**src/design/tpps_pkg.sv**
```systemverilog
// Shared constants and types for the timer prescaler period search core.
`default_nettype none

package tpps_pkg;

    localparam int CLK_W          = 32;
    localparam int FREQ_W         = 16;
    localparam int PERIOD_BITS    = 16;
    localparam int PERIOD_OUT_W   = 16;
    localparam int SEL_W          = 3;
    localparam int STATUS_W       = 2;
    localparam int NUM_DIV        = 7;
    localparam int BITS_PER_STAGE = 4;
    localparam int NUM_STAGES     = CLK_W / BITS_PER_STAGE;

    localparam logic [CLK_W-1:0] CORE_CLOCK_RESET = 32'd32000000;

    // Upper bound on clocks/prescaler: the period (quotient minus one) must fit.
    localparam logic [CLK_W:0] QUOT_LIMIT = (CLK_W + 1)'(64'd1 << PERIOD_BITS);

    // Prescalers 1, 2, 4, 8, 64, 256, 1024 expressed as right shifts.
    localparam int DIV_SHIFT [NUM_DIV] = '{0, 1, 2, 3, 6, 8, 10};

    localparam logic [STATUS_W-1:0] STATUS_OK        = 2'd0;
    localparam logic [STATUS_W-1:0] STATUS_ZERO_FREQ = 2'd1;
    localparam logic [STATUS_W-1:0] STATUS_NO_FIT    = 2'd2;

    localparam logic [SEL_W-1:0] SEL_NONE = 3'd0;

    // One stage of the radix-2 restoring divider pipeline.
    typedef struct packed {
        logic              zero_freq;
        logic [FREQ_W-1:0] divisor;
        logic [FREQ_W-1:0] rem;
        logic [CLK_W-1:0]  acc;    // remaining dividend bits above, quotient bits below
    } div_stage_t;

endpackage : tpps_pkg

`default_nettype wire

```
**src/design/timer_prescaler_period_search_core.sv**
```systemverilog
// Top level: pipelined clocks-per-tick divider and prescaler selection.
//
//  Channel   Ports                                         Direction  Transfer when
//  --------  --------------------------------------------  ---------  ---------------------------
//  command   start, wanted_freq_hz, busy                   in         rising edge, start && !busy
//  result    done, clock_select, period_value, status      out        rising edge ending done cycle
//  config    cfg_write_en, cfg_write_data                  in         rising edge, cfg_write_en
//
// Stages: a command enters an input stage, then eight divider stages that each
// retire four quotient bits of core_clock_reg / wanted_freq_hz, then the output
// register, loaded together with done; the result transfers at the edge that
// ends the done cycle. Fully pipelined: a command is taken every cycle, busy low.
// Reset: rst_n clears all valid bits and loads core_clock_reg with 32000000.
// Stalls: the receiver cannot hold results off and the pipeline never stalls.
`default_nettype none

module timer_prescaler_period_search_core
    import tpps_pkg::*;
(
    input  wire logic                    clk,
    input  wire logic                    rst_n,
    // command
    input  wire logic                    start,
    output logic                         busy,
    input  wire logic [FREQ_W-1:0]       wanted_freq_hz,
    // configuration
    input  wire logic                    cfg_write_en,
    input  wire logic [CLK_W-1:0]        cfg_write_data,
    // result
    output logic                         done,
    output logic [SEL_W-1:0]             clock_select,
    output logic [PERIOD_OUT_W-1:0]      period_value,
    output logic [STATUS_W-1:0]          status
);

    logic [CLK_W-1:0] core_clock_reg;

    logic       valid_reg [0:NUM_STAGES];
    div_stage_t stage_reg [0:NUM_STAGES];
    div_stage_t stage_next [1:NUM_STAGES];

    logic                    done_reg;
    logic [SEL_W-1:0]        clock_select_reg;
    logic [PERIOD_OUT_W-1:0] period_value_reg;
    logic [STATUS_W-1:0]     status_reg;

    logic [SEL_W-1:0]        clock_select_next;
    logic [PERIOD_OUT_W-1:0] period_value_next;
    logic [STATUS_W-1:0]     status_next;

    logic accept;

    // The pipeline advances every cycle, so a command is always taken.
    assign busy   = 1'b0;
    assign accept = start && !busy;

    // Configuration register; the user must write it only while the pipeline is empty, the block does not enforce this.
    always_ff @(posedge clk or negedge rst_n)
    begin
        if (!rst_n)
        begin
            core_clock_reg <= CORE_CLOCK_RESET;
        end
        else if (cfg_write_en)
        begin
            core_clock_reg <= cfg_write_data;
        end
    end

    // Valid bits travel with the data through every stage.
    always_ff @(posedge clk or negedge rst_n)
    begin
        if (!rst_n)
        begin
            for (int s = 0; s <= NUM_STAGES; s++)
            begin
                valid_reg[s] <= 1'b0;
            end
            done_reg <= 1'b0;
        end
        else
        begin
            valid_reg[0] <= accept;
            for (int s = 1; s <= NUM_STAGES; s++)
            begin
                valid_reg[s] <= valid_reg[s-1];
            end
            done_reg <= valid_reg[NUM_STAGES];
        end
    end

    // Input stage: load the dividend and divisor, flag a zero frequency.
    always_ff @(posedge clk)
    begin
        if (accept)
        begin
            stage_reg[0].zero_freq <= (wanted_freq_hz == '0);
            stage_reg[0].divisor   <= wanted_freq_hz;
            stage_reg[0].rem       <= '0;
            stage_reg[0].acc       <= core_clock_reg;
        end
    end

    // Divider stages: each shifts in four dividend bits and produces four
    // quotient bits by restoring subtraction against the 16-bit divisor.
    genvar gs;
    generate
        for (gs = 1; gs <= NUM_STAGES; gs++)
        begin : g_div
            always_comb
            begin
                logic [FREQ_W:0] trial;
                logic            qbit;
                stage_next[gs] = stage_reg[gs-1];
                for (int b = 0; b < BITS_PER_STAGE; b++)
                begin
                    trial = {stage_next[gs].rem, stage_next[gs].acc[CLK_W-1]};
                    qbit  = (trial >= {1'b0, stage_next[gs].divisor});
                    if (qbit)
                    begin
                        trial = trial - {1'b0, stage_next[gs].divisor};
                    end
                    stage_next[gs].rem = trial[FREQ_W-1:0];
                    stage_next[gs].acc = {stage_next[gs].acc[CLK_W-2:0], qbit};
                end
            end

            always_ff @(posedge clk)
            begin
                if (valid_reg[gs-1])
                begin
                    stage_reg[gs] <= stage_next[gs];
                end
            end
        end
    endgenerate

    // Selection: clocks mod prescaler is the error, and it never shrinks as
    // the prescaler grows, so the first prescaler whose quotient fits also has
    // the least error (ties go to the smaller one). Scan from the top down so
    // the lowest fitting index wins.
    always_comb
    begin
        logic [CLK_W-1:0] clocks;
        logic [CLK_W-1:0] quot;
        logic [CLK_W-1:0] quot_win;
        logic             fit_any;
        logic [SEL_W-1:0] sel_win;
        clocks   = stage_reg[NUM_STAGES].acc;
        quot_win = '0;
        fit_any  = 1'b0;
        sel_win  = SEL_NONE;
        for (int k = NUM_DIV - 1; k >= 0; k--)
        begin
            quot = clocks >> DIV_SHIFT[k];
            if ((quot != '0) && ({1'b0, quot} <= QUOT_LIMIT))
            begin
                fit_any  = 1'b1;
                quot_win = quot;
                sel_win  = SEL_W'(k + 1);
            end
        end

        if (stage_reg[NUM_STAGES].zero_freq)
        begin
            clock_select_next = SEL_NONE;
            period_value_next = '0;
            status_next       = STATUS_ZERO_FREQ;
        end
        else if (!fit_any)
        begin
            clock_select_next = SEL_NONE;
            period_value_next = '0;
            status_next       = STATUS_NO_FIT;
        end
        else
        begin
            clock_select_next = sel_win;
            period_value_next = quot_win[PERIOD_OUT_W-1:0] - PERIOD_OUT_W'(1);
            status_next       = STATUS_OK;
        end
    end

    // Output register: capture each result alongside done and hold it until the next one.
    always_ff @(posedge clk)
    begin
        if (valid_reg[NUM_STAGES])
        begin
            clock_select_reg <= clock_select_next;
            period_value_reg <= period_value_next;
            status_reg       <= status_next;
        end
    end

    assign done         = done_reg;
    assign clock_select = clock_select_reg;
    assign period_value = period_value_reg;
    assign status       = status_reg;

endmodule : timer_prescaler_period_search_core

`default_nettype wire

```
**config.mk**
```make
export PLATFORM = sky130hd
export DESIGN_NAME = timer_prescaler_period_search_core
export DESIGN_NICKNAME = d
export VERILOG_FILES = /design/src/design/tpps_pkg.sv /design/src/design/timer_prescaler_period_search_core.sv
export SDC_FILE = /design/constraint.sdc
export NUM_CORES = 2
export LEC_CHECK = 0
export BUFFER_PORTS_ARGS = -buffer_cell sky130_fd_sc_hd__buf_2
export CORE_ASPECT_RATIO = 1.2
export CORE_MARGIN = 8
export CORE_UTILIZATION = 40
export DETAILED_ROUTE_END_ITERATION = 10
export PLACE_DENSITY = 0.63
export SYNTH_ARGS = -nofsm -noshare
export SYNTH_HDL_FRONTEND = slang
export SYNTH_SLANG_ARGS = --single-unit
```
**constraint.sdc**
```tcl
create_clock -name clk -period 26.6 [get_ports clk]
set_input_delay 1.33 -clock clk [delete_from_list [all_inputs] [get_ports clk]]
set_output_delay 1.33 -clock clk [all_outputs]
set_load 0.01 [all_outputs]
```
== Yosys cells after proc, flatten, opt, wreduce, memory -nomap -nowiden ==
Memory sizes are Yosys's and may differ from the RTL's.
Index checks and enable logic that the tools add are counted.
Widths: inputs -> output; s select.
Cells by class
  add/subtract/negate cells: 33
  $lt $le $gt $ge: 39
  muxes and demuxes: 72
  bitwise operators: 1
  reductions and logical operators: 18
Operators by type and width (count)
  $mux 16: 39
  $ge 17x16->1: 32
  $sub 16x16->16: 32
  $reduce_bool 32->1: 7
  $le 32x17->1 const B: 1
  $le 31x17->1 const B: 1
  $le 30x17->1 const B: 1
  $le 29x17->1 const B: 1
  $le 26x17->1 const B: 1
  $mux 1: 26
  $le 24x17->1 const B: 1
  $le 22x17->1 const B: 1
  $logic_not 16->1: 1
  $sub 16x1->16 const B: 1
  $mux 3: 4
  $logic_and 1x1->1: 7
  $mux 2: 3
  $reduce_or 5->1: 1
  $reduce_or 3->1: 1
  $reduce_or 2->1: 1
  $not 1->1: 1
Storage, ports and cells
  flip-flop bits (word level): 63
  RAM bits: 585
  input bits: 52
  logic and storage cells: 180
  memories: 1
Memories
  stage_reg: words 9, bits a word 65, read ports 9, clocked after Yosys merged registers in 0, wr ports 9, line timer_prescaler_period_search_core.sv:39  | div_stage_t stage_reg [0:NUM_STAGES];

== Depth between registers and ports, before layout ==
An unclocked memory read counts as a cell.
  depth in word-level cells: 12
  mapped depth: 53
  gate-level depth less buffers: 47

== Least setup slack after synthesis ==
Ideal clock, no wire load.
  kind: reg2reg
  start: mem stage_reg[0][374] in the netlist's numbering
  end: mem stage_reg[0][435] in the netlist's numbering (data pin)
  library setup time: 262 ps
  arrival time: 10198 ps
  path slack: 16140 ps
  stages on the path, launching flop included: 48
  path buffers: 6
  clock period less this slack: 10460 ps
  cells stage by stage: edfxtp_1 -> inv_1 -> ha_1 -> nor2b_1 -> o21ai_1 -> a211oi_1 -> o21ai_0 -> a31oi_1 -> clkbuf_1 -> clkbuf_1 -> nand2_1 -> o21ai_0 -> inv_1 -> ha_1 -> nor2b_1 -> o31a_1 -> o31ai_1 -> a211oi_1 -> [12 not listed] -> o31a_1 -> o21a_1 -> o21ai_0 -> and2_1 -> buf_2 -> buf_2 -> mux2_2 -> ha_1 -> a21o_1 -> a21o_1 -> a211o_1 -> a21o_1 -> a21oi_1 -> o21ai_0 -> a21oi_1 -> o21ai_2 -> buf_4 -> mux2_1
RTL lines (line)
  start: declaration: timer_prescaler_period_search_core.sv:39

==> impl_metrics.ini <==
[run_status]
result_of_the_run = finished, final reports clean

[grt]
overflow = 0
number_of_antenna_violations_at_the_first_check_in_global_routing = 6
aggregate_global_route_resource_usage_pct = 18.6
via_count_of_the_first_global_routing_pass = 36195
grt_first_pass_wirelength_mm = 198
grt_max_degree = 67

[timing]
skew_ns = 0.0388
max_slew_margin_pct = 29.1
period_needed_ns = 12.90
timing_hold_violations_final = 0
timing.hold.ws_ns = 0.398
finalMaxSlewViolations = 0
rsz0062_at_grt = false
finalCritPeriodShare_pct = 48.5
report.final.setup_viol = 0
fin_tns_setup_ns = 0
timing_worst_slew_pin_value_ns = 1.06
timing.final.ws_setup_ns = 13.70
highest_clock_frequency_the_design_can_meet_mhz = 77.5

[clock_network]
cts_resized = 0
cts_buffers = 60
cts_htree_levels = 2
post-cts-setup-buffer-count = 0
cts.path.max_buffers = 3
cts-hold-fix-buffers = 0
tritoncts_num_sinks = 600
clock-root-buffer = clkbuf_16
cts.clk_slew.worst_paths_ns = 0.07
clkLatencyLatePin_ns = 0.67
cts_tree = yes

[hold_path]
min_path_type = reg2reg
worstHoldPathCells = 0

[run]
drv.max_cap_violation_count = 0

[worst_setup_path]
crit_cells = 40
reg2reg_depth = 40
cpLargestDelayFamily = compound AO/OA/AOI/OAI gates
timing_worst_setup_path_type = reg2reg
worst_path_most_repeated_cell = o21ai_0
critPathRequiredTime_ns = 27.00
timing.critical_path.fanout_max = 23
slowest_delay_ns = 0.82
crit_slowest_cell = a2111oi_0
critical_path_buf_inv_count = 3
startpoint_type = register
worst_setup_path_end_kind = register
worst_ep_arrival_time_ns = 13.30

[logic_synthesis]
post-synth-top-area-cell = edfxtp_1
syn-cell-area_um2 = 47900
ys_seq_elements = 600
yosysWarningCount = 0
synth_edf_count = 558
synth_nets = 5330
ys_dominant_reg_cell = edfxtp_1
synth_top_area_share_pct = 35.0
yosys.cell_types.count = 103
post_synth_main_area_contributors = edfxtp_1 (35%), ha_1 (13%), mux2_2 (5.7%), xnor2_1 (4.4%), a21oi_1 (4.0%)
post_synth.cell_area_avg_um2 = 10.1
postSynth.asyncResetShare_pct = 7.00
ys_seq_area_share_pct = 37.2
synthesis.instances = 4749

[finish]
largest_reg_flops = 537
final_layout_size_suffix_gt1_share_pct = 11.6
num_antenna_cells = 0
layout.nets = 5385
flow.area_growth_from_synthesis_pct = 8.53
fillers = 11237
stdcell_count = 6404

[floorplan]
initial_core_util_pct = 40.2
width_of_the_chip_um = 332
chipHeight_um = 395
die_outline_area_um2 = 131000
top_level_ports = 75
placement_rows = 139
core_region_area_um2 = 119000

[place]
placer_congestion = 0.932
placed_cells = 6293
portBuffers = 73
hpwlAfterDp_mm = 102
post-place-ws_ns = 13.81

[detailed_routing]
totalWireLength_mm = 127
detail_route.drc_violations = 0
drt_iter0_markers = 2089
routed_via_count = 36485
antenna_violating_nets_post_route = 0
first_pass_iters = 6
wire_per_inst_um = 19.9
vias_per_cell = 5.70
-- layer usage --
| layer | GRT usage, % | part of all wire (%) |
|---|---|---|
| met1 | 21.7 | 41 |
| met2 | 34.7 | 51 |
| met3 | 1.91 | 3.4 |
| met4 | 7.39 | 4.3 |
| met5 | 0 | 0 |
-- synth_stat cells (all sizes together), types with 53 or more instances --
cell type / n
o21a: 73
xnor2: 243
nor2: 304
nand2b: 53
clkbuf: 60
a21o: 160
nor3: 102
nor2b: 70
nand2: 272
a21oi: 384
ha: 499
mux2: 293
edfxtp: 558
inv: 330
nand4: 97
nand3: 97
xor2: 120
o21ai: 247
-- through the flow --
step,instance area [um^2],util (%)
2_1_floorplan,47900,-
5_1_grt,51900,43.6
3_3_place_gp,49900,41.9
4_1_cts,51900,43.6
6_report,51900,43.6
3_5_place_dp,49900,41.9
-- path summary, 6_finish.rpt --
check	start	slack (ns)	endpoint
worst max-delay path	stage_reg[0][383]$_DFFE_PP_	13.70	stage_reg[0][435]$_DFFE_PP_
worst min-delay path	stage_reg[0][269]$_DFFE_PP_	0.40	stage_reg[0][338]$_DFFE_PP_
worst max register to register	stage_reg[0][383]$_DFFE_PP_	13.70	stage_reg[0][435]$_DFFE_PP_
worst min register to register	stage_reg[0][269]$_DFFE_PP_	0.40	stage_reg[0][338]$_DFFE_PP_
max in group asynchronous	rst_n	25.24	valid_reg[7]$_DFF_PN0_
min in group asynchronous	rst_n	0.80	valid_reg[2]$_DFF_PN0_
-- kinds of logic after synthesis --
| kind of cell | after synthesis | synth area share, % |
|---|---|---|
| DFF | 600 | 37.2 |
| buffers and inverters | 432 | 3.56 |
| muxes | 338 | 8.04 |
| AOI/OAI and AO/OA | 1267 | 17.4 |
| adders and majority gates | 529 | 14.3 |
| other | 1 | 0.00784 |
| and+or+nand+nor | 1219 | 12.8 |
| xor gates and xnor gates | 363 | 6.64 |
-- worst register-to-register path, delay by kind of cell, from the launching register on --
family	cells	cell delay (ns)
AND/OR/NAND/NOR	6	1.28
AO/OA/AOI/OAI	25	8.15
flip-flops	1	0.47
multiplexers	2	0.90
buffers and inverters	3	0.50
adder cells (fa/ha/maj)	4	1.33
-- cells in the final DEF, fill, tap and decap left out, types with 36 or more instances in the layout --
master / netlist / routed
edfxtp_1: 558 / 558
ha_1: 499 / 499
a21oi_1: 382 / 382
inv_1: 323 / 323
nor2_1: 301 / 301
nand2_1: 272 / 272
xnor2_1: 243 / 243
mux2_2: 241 / 241
o21ai_0: 235 / 235
a21o_1: 160 / 160
xor2_1: 120 / 120
nor3_1: 101 / 101
nand4_1: 97 / 97
nand3_1: 96 / 96
o21a_1: 73 / 73
buf_2: 16 / 73
nor2b_1: 70 / 69
clkbuf_16: 0 / 60
nand2b_1: 53 / 53
mux2i_1: 45 / 45
nor4_1: 42 / 42
o21bai_1: 37 / 37
or3_1: 36 / 36
-- cell type report --
cell class                      count  area (um^2)  share of cell area, %
Multi-Input combinational cell   3717        28400                   54.6
Sequential cell                   600        17800                   34.3
Tap cell                         1551         1940                   3.74
Clock buffer                       80         1640                   3.15
Inverter                          331         1240                   2.39
Timing Repair Buffer               94          523                   1.01
Clock inverter                     31          412                  0.793
Power is not shown: default switching activity piles up to over one toggle a cycle in this logic, so the estimate is an artifact.
